<file path="src/sv/skat_pkg.sv">
`timescale 1ns / 1ps
// Shared types, constants and arithmetic helpers for the sorted key accumulate table.
// No dependencies; imported by skat_scale, skat_cell and the top level.
package skat_pkg;

  localparam int TABLE_DEPTH_DEF = 256;
  localparam int KEY_BITS_DEF    = 32;
  localparam logic [31:0] SCALE_RESET = 32'd16777216;  // 1.0 in Q7.24

  typedef enum logic [1:0] {
    OP_INSERT = 2'd0,
    OP_READ   = 2'd1,
    OP_CLEAR  = 2'd2
  } opcode_t;

  typedef enum logic [2:0] {
    ST_MERGED   = 3'd0,
    ST_INSERTED = 3'd1,
    ST_FULL     = 3'd2,
    ST_READ_OK  = 3'd3,
    ST_RANGE    = 3'd4,
    ST_CLEARED  = 3'd5
  } status_t;

  // Control broadcast from the sequencer to every cell
  typedef struct packed {
    logic cmp;   // compare broadcast key / index, load collect chain
    logic rd;    // compare phase selects by position, not by key
    logic walk;  // collect chain moves one cell toward cell 0
    logic ins;   // open a slot at the sorted position
    logic wr;    // selected cell takes the merged sum
  } cell_ctl_t;

  // Round to nearest (ties up) after the Q7.24 product, then saturate to 32 bits
  function automatic logic [31:0] rnd_sat(input logic signed [63:0] p);
    logic signed [63:0] t;
    logic signed [39:0] q;
    t = p + 64'sd8388608;
    q = t[63:24];
    if (q > 40'sh007FFFFFFF) begin
      rnd_sat = 32'h7FFF_FFFF;
    end else if (q < -40'sh0080000000) begin
      rnd_sat = 32'h8000_0000;
    end else begin
      rnd_sat = q[31:0];
    end
  endfunction

  function automatic logic [31:0] sat_add(input logic [31:0] a, input logic [31:0] b);
    logic [32:0] s;
    s = {a[31], a} + {b[31], b};
    if (s[32] != s[31]) begin
      sat_add = s[32] ? 32'h8000_0000 : 32'h7FFF_FFFF;
    end else begin
      sat_add = s[31:0];
    end
  endfunction

endpackage

</file>
<file path="src/sv/skat_scale.sv">
`timescale 1ns / 1ps
// Shared 32x32 signed multiplier with registered product and Q7.24 rounding.
// Depends on skat_pkg (rnd_sat).
module skat_scale import skat_pkg::*; (
  input  logic        clk,
  input  logic        en,
  input  logic [31:0] part,
  input  logic [31:0] scale,
  output logic [31:0] scaled
);

  logic signed [63:0] prod;

  always_ff @(posedge clk) begin
    if (en) begin
      prod <= $signed(part) * $signed(scale);
    end
  end

  assign scaled = rnd_sat(prod);

endmodule

</file>
<file path="config.mk">
export PLATFORM = sky130hd
export DESIGN_NAME = skat_scale
export DESIGN_NICKNAME = d
export VERILOG_FILES = /design/src/sv/skat_pkg.sv /design/src/sv/skat_scale.sv
export SDC_FILE = /design/constraint.sdc
export NUM_CORES = 2
export LEC_CHECK = 0
export BUFFER_PORTS_ARGS = -buffer_cell sky130_fd_sc_hd__buf_2
export CORE_MARGIN = 2
export CORE_UTILIZATION = 55
export DETAILED_ROUTE_END_ITERATION = 7
export PLACE_DENSITY = 0.72
export SKIP_LAST_GASP = 1
export SLEW_MARGIN = 20
export SYNTH_ARGS = -nofsm -noshare
export SYNTH_HDL_FRONTEND = slang
export SYNTH_SLANG_ARGS = --single-unit
</file>
<file path="constraint.sdc">
create_clock -name clk -period 9.1 [get_ports clk]
set_input_delay 0.91 -clock clk [delete_from_list [all_inputs] [get_ports clk]]
set_output_delay 0.91 -clock clk [all_outputs]
set_load 0.005 [all_outputs]
</file>
==> metrics <==
status=complete, no violations; Register Area=1230 um^2; Multi-input gate area=32300 um^2; largest family of logic cells by synthesized area=adder cells; async set-reset flop share out of synthesis=0%; max reg flops=41; unrepaired setup endpoints after global routing=no; GRT Residual Overflow=0; Final Slew Violations=0; Max-Cap Viols=0; largest area contributor in the netlist=fa_1; Final setup viols=0; # hold bufs at CTS=0; CTS tree=done; Synth Instances=4007; final hold violation count=0; layout cells sized above 1=5.54%; mux contribution to synthesized area=0.0560%; Post-synth EDFFs=41; Hold Crit Class=input pin to flip-flop; final-layout fill cell count=5927; Net Count, Synth=5335; Starting Density=55.4%; DP HPWL=86.2 mm; Synth Cell Area=38000 um^2; Post-Synth Adder-Cell Area=63.0%; vias in the first global route=30800; worst endpoint required time=9.13 ns; CP Launch Type=input pin; # rows=96; I/O Buffers=97; nets@finish=5333; critical path arrival=8.67 ns; fraction of the mapped netlist area in simple logic gates=16.6%; number of buffers created by CTS=5; routability cong.=1.01; top cells by area, synth=fa_1, inv_1, and2_1; DRT Wirelength=101 mm; die area=71100 um^2; WL per Instance=20.6 um; Worst-Margin Slew=0.942 ns; H-tree depth=2; clk sinks=41; Commonest cells post-synth=fa_1, inv_1, nand2_1; leading registers by flop count=prod x41; largest net degree at the start of global routing=42; Ports=98; gr usage total=30.4%; Syn Area/Cell=9.47 um^2; fin crit share=94.9%; Setup Crit Path Kind=input pin to flip-flop; Resized cells post-CTS=0; Synth Area in Compound Gates=3.49%; Core Area=68500 um^2; FMAX=116 MHz; Antenna Violating Nets Remaining=0; post-synth top area share=57.0%; Max FO, Critical Path=20; first-pass GRT wire length=165 mm; crit end category=flip-flop; slew margin rel.=37.2%; top-count cell post-synth=fa_1; Die X=267 um; post-DR vias/cell=5.47; Layout area overhead=4.65%; Yosys reg bits=41; Root Buffer=clkbuf_16; drt drc=0; post-layout min period=8.63 ns; synth warn=0; Die Height=267 um; antenna violations before repair=7; clk buf depth=2; DRT iter0 DRCs=1842; setup bufs post-CTS=0; top_reg_cell synth=edfxtp_1; Top reg by flops=prod; clock transition at the registers of the reported paths=0.06 ns; Sum Neg Setup Slack=0 ns; XOR/XNOR Fraction of Synth Area=2.05%; via count=26700; Seq/Total Area, Yosys=3.24%; post-synthesis cell type count=57; DRT Pass-1 Iters=5
final timing paths:
| check | start | end | cells past startpoint |
|---|---|---|---|
| setup / recovery | part[16] | prod[46] | 26 |
| hold / removal | en | prod[29] | 1 |
stage by stage:
step / util (%) / worst slack, ns / cells / hold WS [ns] / cell area, um^2
after CTS: 58.0 / 0.574 / 4888 / 1.33 / 39700
after global routing: 58.0 / 0.202 / 4889 / 1.38 / 39700
after floorplan: - / 1.08 / 4007 / 1.02 / 38000
final: 58.0 / 0.465 / 4890 / 1.32 / 39700
after detailed placement: 57.8 / 0.261 / 4880 / 1.50 / 39600
after global placement: 57.8 / 0.354 / 4880 / 1.50 / 39600
metal layers:
| metal | global-route usage (%) | wire length [um] | vias to the layer above |
|---|---|---|---|
| li1 | - | - | 11500 |
| met1 | 36.5 | 36900 | 13900 |
| met2 | 54.7 | 51600 | 1016 |
| met3 | 3.08 | 6150 | 318 |
| met4 | 15.0 | 6290 | 2 |
| met5 | 0 | 10 | - |
placed cells by master (no fill, tap or decap), types with 40 or more instances in the layout:
master / n
inv_1: 964
ha_1: 181
a21oi_1: 46
xnor2_1: 49
o21ai_0: 53
edfxtp_1: 41
nand2_1: 548
and2_1: 512
buf_2: 97
xor2_1: 40
buf_4: 101
fa_1: 1081
cell type report:
class	instances	share of cell area (%)
Antenna cell	2	0.0126
Clock buffer	5	0.315
Clock inverter	3	0.0535
Inverter	964	9.11
Multi-Input combinational cell	2792	81.4
Sequential cell	41	3.10
Tap cell	882	2.78
Timing Repair Buffer	201	3.28
worst max-delay path: stages:
cell and delay [ns]:
buf_2 0.43, nand2_1 0.16, fa_1 0.57, fa_1 0.43, fa_1 0.48, fa_1 0.55, inv_1 0.06, fa_1 0.49
inv_1 0.06, fa_1 0.53, inv_1 0.05, fa_1 0.49, inv_1 0.05, fa_1 0.52, inv_1 0.05, ha_1 0.31
a21oi_1 0.14, o21ai_0 0.10, a311o_1 0.44, o311a_1 0.36, a21oi_1 0.38, buf_4 0.21, a21oi_1 0.07, or3_1 0.42
a21bo_2 0.25, xor2_1 0.13
cells by family (layout without fill, tap and decap cells):
group / Yosys count / in the layout
adder cells (fa/ha/maj): 1262 / 1262
flip-flops: 41 / 41
other: 0 / 2
buffers and inverters: 1174 / 1173
XOR/XNOR: 89 / 89
AO/OA/AOI/OAI: 203 / 203
AND/OR/NAND/NOR: 1236 / 1236
multiplexers: 2 / 2
Power is not shown: default switching activity piles up to over one toggle a cycle in this logic, so the estimate is an artifact.
