[src/sv/skat_pkg.sv]
`timescale 1ns / 1ps
// Shared types, constants and arithmetic helpers for the sorted key accumulate table.
// No dependencies; imported by skat_scale, skat_cell and the top level.
package skat_pkg;

  localparam int TABLE_DEPTH_DEF = 256;
  localparam int KEY_BITS_DEF    = 32;
  localparam logic [31:0] SCALE_RESET = 32'd16777216;  // 1.0 in Q7.24

  typedef enum logic [1:0] {
    OP_INSERT = 2'd0,
    OP_READ   = 2'd1,
    OP_CLEAR  = 2'd2
  } opcode_t;

  typedef enum logic [2:0] {
    ST_MERGED   = 3'd0,
    ST_INSERTED = 3'd1,
    ST_FULL     = 3'd2,
    ST_READ_OK  = 3'd3,
    ST_RANGE    = 3'd4,
    ST_CLEARED  = 3'd5
  } status_t;

  // Control broadcast from the sequencer to every cell
  typedef struct packed {
    logic cmp;   // compare broadcast key / index, load collect chain
    logic rd;    // compare phase selects by position, not by key
    logic walk;  // collect chain moves one cell toward cell 0
    logic ins;   // open a slot at the sorted position
    logic wr;    // selected cell takes the merged sum
  } cell_ctl_t;

  // Round to nearest (ties up) after the Q7.24 product, then saturate to 32 bits
  function automatic logic [31:0] rnd_sat(input logic signed [63:0] p);
    logic signed [63:0] t;
    logic signed [39:0] q;
    t = p + 64'sd8388608;
    q = t[63:24];
    if (q > 40'sh007FFFFFFF) begin
      rnd_sat = 32'h7FFF_FFFF;
    end else if (q < -40'sh0080000000) begin
      rnd_sat = 32'h8000_0000;
    end else begin
      rnd_sat = q[31:0];
    end
  endfunction

  function automatic logic [31:0] sat_add(input logic [31:0] a, input logic [31:0] b);
    logic [32:0] s;
    s = {a[31], a} + {b[31], b};
    if (s[32] != s[31]) begin
      sat_add = s[32] ? 32'h8000_0000 : 32'h7FFF_FFFF;
    end else begin
      sat_add = s[31:0];
    end
  endfunction

endpackage

[src/sv/skat_cell.sv]
`timescale 1ns / 1ps
// One table slot: holds a key and coefficient, compares against the broadcast key,
// shifts up on insert and forwards a collect register toward cell 0. Uses skat_pkg.
module skat_cell import skat_pkg::*; #(
  parameter int POS = 0,
  parameter int KW  = KEY_BITS_DEF,
  parameter int CW  = 9
) (
  input  logic          clk,
  input  logic          rst,
  input  cell_ctl_t     ctl,
  input  logic [CW-1:0] count,
  input  logic [7:0]    rd_index,
  input  logic [KW-1:0] new_key,
  input  logic [31:0]   new_re,
  input  logic [31:0]   new_im,
  input  logic [31:0]   sum_re,
  input  logic [31:0]   sum_im,
  input  logic [KW-1:0] prev_key,
  input  logic [31:0]   prev_re,
  input  logic [31:0]   prev_im,
  input  logic          prev_lt,
  input  logic [KW-1:0] nxt_col_key,
  input  logic [31:0]   nxt_col_re,
  input  logic [31:0]   nxt_col_im,
  input  logic          nxt_col_hit,
  output logic [KW-1:0] ent_key,
  output logic [31:0]   ent_re,
  output logic [31:0]   ent_im,
  output logic          lt,
  output logic [KW-1:0] col_key,
  output logic [31:0]   col_re,
  output logic [31:0]   col_im,
  output logic          col_hit
);

  localparam int IW = (CW > 8) ? CW : 8;
  localparam logic [IW-1:0] POS_V = IW'(POS);

  logic occ;
  logic hit;
  logic sel;

  assign occ = POS_V < IW'(count);
  assign hit = ctl.rd ? (occ && (POS_V == IW'(rd_index))) : (occ && (ent_key == new_key));

  always_ff @(posedge clk) begin
    if (rst) begin
      sel     <= 1'b0;
      lt      <= 1'b0;
      col_hit <= 1'b0;
    end else if (ctl.cmp) begin
      sel     <= hit;
      lt      <= occ && (ent_key < new_key);
      col_hit <= hit;
    end else if (ctl.walk) begin
      col_hit <= nxt_col_hit;
    end
  end

  always_ff @(posedge clk) begin
    if (ctl.cmp) begin
      col_key <= ent_key;
      col_re  <= ent_re;
      col_im  <= ent_im;
    end else if (ctl.walk) begin
      col_key <= nxt_col_key;
      col_re  <= nxt_col_re;
      col_im  <= nxt_col_im;
    end
  end

  // lower neighbor below the key: this is the sorted slot; otherwise take its entry
  always_ff @(posedge clk) begin
    if (ctl.ins && !lt) begin
      if (prev_lt) begin
        ent_key <= new_key;
        ent_re  <= new_re;
        ent_im  <= new_im;
      end else begin
        ent_key <= prev_key;
        ent_re  <= prev_re;
        ent_im  <= prev_im;
      end
    end else if (ctl.wr && sel) begin
      ent_re <= sum_re;
      ent_im <= sum_im;
    end
  end

endmodule

[config.mk]
export PLATFORM = sky130hd
export DESIGN_NAME = skat_cell
export DESIGN_NICKNAME = d
export VERILOG_FILES = /design/src/sv/skat_pkg.sv /design/src/sv/skat_cell.sv
export SDC_FILE = /design/constraint.sdc
export NUM_CORES = 1
export LEC_CHECK = 0
export BUFFER_PORTS_ARGS = -buffer_cell sky130_fd_sc_hd__buf_2
export CORE_AREA = 10 10 216 218
export DETAILED_ROUTE_END_ITERATION = 16
export DIE_AREA = 0 0 226 228
export GPL_TIMING_DRIVEN = 1
export PLACE_DENSITY = 0.46
export SYNTH_ARGS = -nofsm -noshare
export SYNTH_HDL_FRONTEND = slang
export SYNTH_SLANG_ARGS = --single-unit
[constraint.sdc]
create_clock -name clk -period 3.1 [get_ports clk]
set_input_delay 0.465 -clock clk [delete_from_list [all_inputs] [get_ports clk]]
set_output_delay 0.465 -clock clk [all_outputs]
set_load 0.01 [all_outputs]
==> run_summary.xml <==
<?xml version="1.0" encoding="UTF-8"?>
<metrics>
  <group name="clock_network">
    <metric name="post_cts.resized_instances" unit="">0</metric>
    <metric name="clkLatencyLatePin" unit="ps">490</metric>
    <metric name="htreeDepth" unit="">4</metric>
    <metric name="clock-sinks" unit="">195</metric>
    <metric name="cts-root-buf" unit="">clkbuf_16</metric>
    <metric name="cts_inserted_buffers" unit="">17</metric>
    <metric name="tritoncts_clock_tree" unit="">done</metric>
    <metric name="clock_tree.buffer_depth" unit="">2</metric>
    <metric name="worst_setup_hold_path_clk_slew" unit="ps">70</metric>
    <metric name="number_of_setup_buffers_added_after_cts" unit="">0</metric>
    <metric name="cts_hold_repair_buffers" unit="">0</metric>
  </group>
  <group name="critical_path">
    <metric name="worstSetupPathType" unit="">reg2reg</metric>
    <metric name="end_kind" unit="">flop</metric>
    <metric name="cp.arrival" unit="ps">2720</metric>
    <metric name="critical_path_peak_fanout" unit="">3</metric>
    <metric name="type_of_element_launching_the_critical_path" unit="">flop</metric>
    <metric name="worst_ep_required_time" unit="ps">3540</metric>
  </group>
  <group name="drt">
    <metric name="drt_first_iter_violations" unit="">451</metric>
    <metric name="wl" unit="um">39240</metric>
    <metric name="postRouteAntennaNets" unit="">0</metric>
    <metric name="drcViolationCount" unit="">0</metric>
    <metric name="dr.pass1.iters" unit="">4</metric>
    <metric name="vias_per_cell" unit="">4.224</metric>
    <metric name="detailroute.via_count" unit="">7680</metric>
    <metric name="detail_route.wl_per_cell" unit="um">21.58</metric>
  </group>
  <group name="timing">
    <metric name="final-setup-viol-count" unit="">0</metric>
    <metric name="finalCriticalPeriod" unit="ps">2276</metric>
    <metric name="timing.slew.headroom" unit="">0.4785</metric>
    <metric name="final_hold_vio_count" unit="">0</metric>
    <metric name="totalNegativeSetupSlack" unit="ps">0</metric>
    <metric name="rsz0062_at_grt" unit="">no</metric>
    <metric name="clock.fmax" unit="MHz">439.4</metric>
    <metric name="clock_skew" unit="ps">14.97</metric>
    <metric name="post-route-period-util" unit="">0.7341</metric>
    <metric name="tightestPinTransition" unit="ps">775.1</metric>
    <metric name="finalMaxSlewViolations" unit="">0</metric>
  </group>
  <group name="yosys">
    <metric name="synth_seq_area_share" unit="">0.6080</metric>
    <metric name="post_synthesis_register_bit_count" unit="">195</metric>
    <metric name="mappedNetlistArea" unit="sq um">9582</metric>
    <metric name="post_synth_num_cell_types" unit="">38</metric>
    <metric name="syn-instance-count" unit="">689</metric>
    <metric name="syn_nets" unit="">1099</metric>
    <metric name="postSynthAreaPerCell" unit="sq um">13.91</metric>
    <metric name="yosysWarningCount" unit="">0</metric>
  </group>
  <group name="global_routing">
    <metric name="first_global_vias" unit="">8318</metric>
    <metric name="number_of_antenna_violations_at_the_first_check_in_global_routing" unit="">4</metric>
    <metric name="grt_max_degree" unit="">69</metric>
    <metric name="grt.total_usage" unit="">0.1500</metric>
    <metric name="grt_overflow_total" unit="">0</metric>
    <metric name="first_pass_grt_wire_length" unit="um">56530</metric>
  </group>
  <group name="final_layout">
    <metric name="syn2layout_area_growth" unit="%">43.07</metric>
    <metric name="finish.net_count" unit="">1665</metric>
    <metric name="final_layout_size_suffix_gt1_frac" unit="">0.5868</metric>
    <metric name="layout.core_utilization" unit="">0.3225</metric>
    <metric name="mostFrequentLayoutCell" unit="">buf_2</metric>
    <metric name="commonest_cells_after_routing_fill_and_taps_aside" unit="">569 x buf_2, 192 x edfxtp_1, 128 x mux2_2, 75 x nand2_1, 71 x o21ai_0</metric>
  </group>
  <group name="pwr">
    <metric name="power-per-cell-area" unit="nW/um^2">495.6</metric>
    <metric name="worst_voltage_drop_across_the_vdd_grid" unit="V">0.0003850</metric>
    <metric name="fin_total_pwr" unit="W">0.006794</metric>
    <metric name="leakage" unit="nW">6.253</metric>
  </group>
  <group name="placed_design">
    <metric name="port-buffer-count" unit="">571</metric>
    <metric name="routabilityCongestion" unit="">0.8659</metric>
    <metric name="hpwl" unit="um">31640</metric>
  </group>
  <group name="die">
    <metric name="io_pins" unit="">572</metric>
    <metric name="core.rowCount" unit="">76</metric>
    <metric name="dieHeight" unit="um">228</metric>
    <metric name="initial_utilization" unit="">0.2254</metric>
    <metric name="floorplan.core_area" unit="sq um">42510</metric>
    <metric name="die_x" unit="um">226</metric>
    <metric name="fp.dieArea" unit="sq um">51530</metric>
  </group>
  <group name="min_path">
    <metric name="holdCritPathClass" unit="">in2reg</metric>
  </group>
  <group name="run_status">
    <metric name="outcome" unit="">finished, final reports clean</metric>
  </group>
  <group name="flow_run">
    <metric name="drv.max_cap_violation_count" unit="">0</metric>
  </group>
</metrics>
-- synth_stat cells, drive strengths merged --
master	instances	area, sq um
a211oi	2	15.01
a21o	2	15.01
a21oi	12	63.81
a221o	1	10.01
a221oi	1	8.760
a31oi	1	6.260
a41oi	1	8.760
and2	1	6.260
and3	1	6.260
and4	1	8.760
buf	18	88.83
clkbuf	18	67.56
dfxtp	3	60.06
edfxtp	192	5766
ha	32	400.4
inv	39	146.4
mux2	128	1441
mux2i	64	640.6
nand2	77	289.0
nand2b	1	6.260
nand3	1	5.000
nand4	5	31.28
nand4b	1	8.760
nor2	2	7.510
nor2b	1	6.260
nor3	2	10.01
nor4	3	18.77
o21a	1	7.510
o21ai	72	360.3
o221a	1	11.26
o32ai	1	8.760
o41ai	1	27.53
or2	1	6.260
or3	1	6.260
or4	1	11.26
-- logic make-up after synthesis --
kind of cell | after synthesis | synth area share
multiplexers | 192 | 0.2173
adder cells (fa/ha/maj) | 32 | 0.04179
buffers and inverters | 75 | 0.03160
AND/OR/NAND/NOR | 99 | 0.04466
flip-flops | 195 | 0.6080
AO/OA/AOI/OAI | 96 | 0.05667
-- worst paths after layout --
kind / start / end / slack (ps) / cells after the start
setup / recovery: ent_key[27] / col_hit / 820 / 6
setup reg to reg: ent_key[27] / col_hit / 820 / 6
hold / removal: rst / lt / 200 / 2
hold reg to reg: ent_re[6] / col_re[6] / 570 / 1
-- cell type report --
class,count,area (sq um)
fillers,4418,28800
flip-flops and latches,195,5826
multi-input cells,419,3471
repair buffers,583,3028
well taps,546,683.2
clock buffers,19,432.9
inverters,39,146.4
clock inverters,13,111.4
diodes,4,10.01
-- critical path, stage by stage, from the launching register on --
cell,delay [ps]
edfxtp_1,420
ha_1,350
nand4_1,170
nor4_1,680
nand4_1,210
a21oi_2,220
o221a_1,180
-- sequential cells by signal, indices dropped and copies added (netlist names) --
register	cells
ent_key	32
col_re	32
col_key	32
ent_re	32
col_im	32
lt	1
sel	1
ent_im	32
col_hit	1
-- report_power, final --
group	switching (W)	internal (W)	leakage, nW	total, W
Clock	0.00107	0.00110	0.253	0.00217
Combinational	0.000703	0.000598	4.06	0.00130
Sequential	0.000112	0.00322	1.94	0.00333
-- layer usage --
| metal | routed length, um | vias up | track usage |
|---|---|---|---|
| li1 | - | 3717 | - |
| met1 | 15070 | 3661 | 0.1673 |
| met2 | 20600 | 264 | 0.2624 |
| met3 | 2751 | 38 | 0.04580 |
| met4 | 822 | 0 | 0.05552 |
| met5 | 0 | - | 0 |
-- through the flow --
stage | hold WS (ps) | worst slack [ps] | instances | area [sq um]
6_report | 201.1 | 824.3 | 1818 | 13710
5_1_grt | 182.5 | 663.3 | 1817 | 13710
4_1_cts | 165.0 | 889.1 | 1814 | 13700
3_5_place_dp | 554.7 | 750.4 | 1782 | 13150
3_3_place_gp | 554.0 | 739.3 | 1782 | 13150
2_1_floorplan | 514.2 | 185.7 | 689 | 9582
No activity file was read; power rests on OpenSTA's default activity.
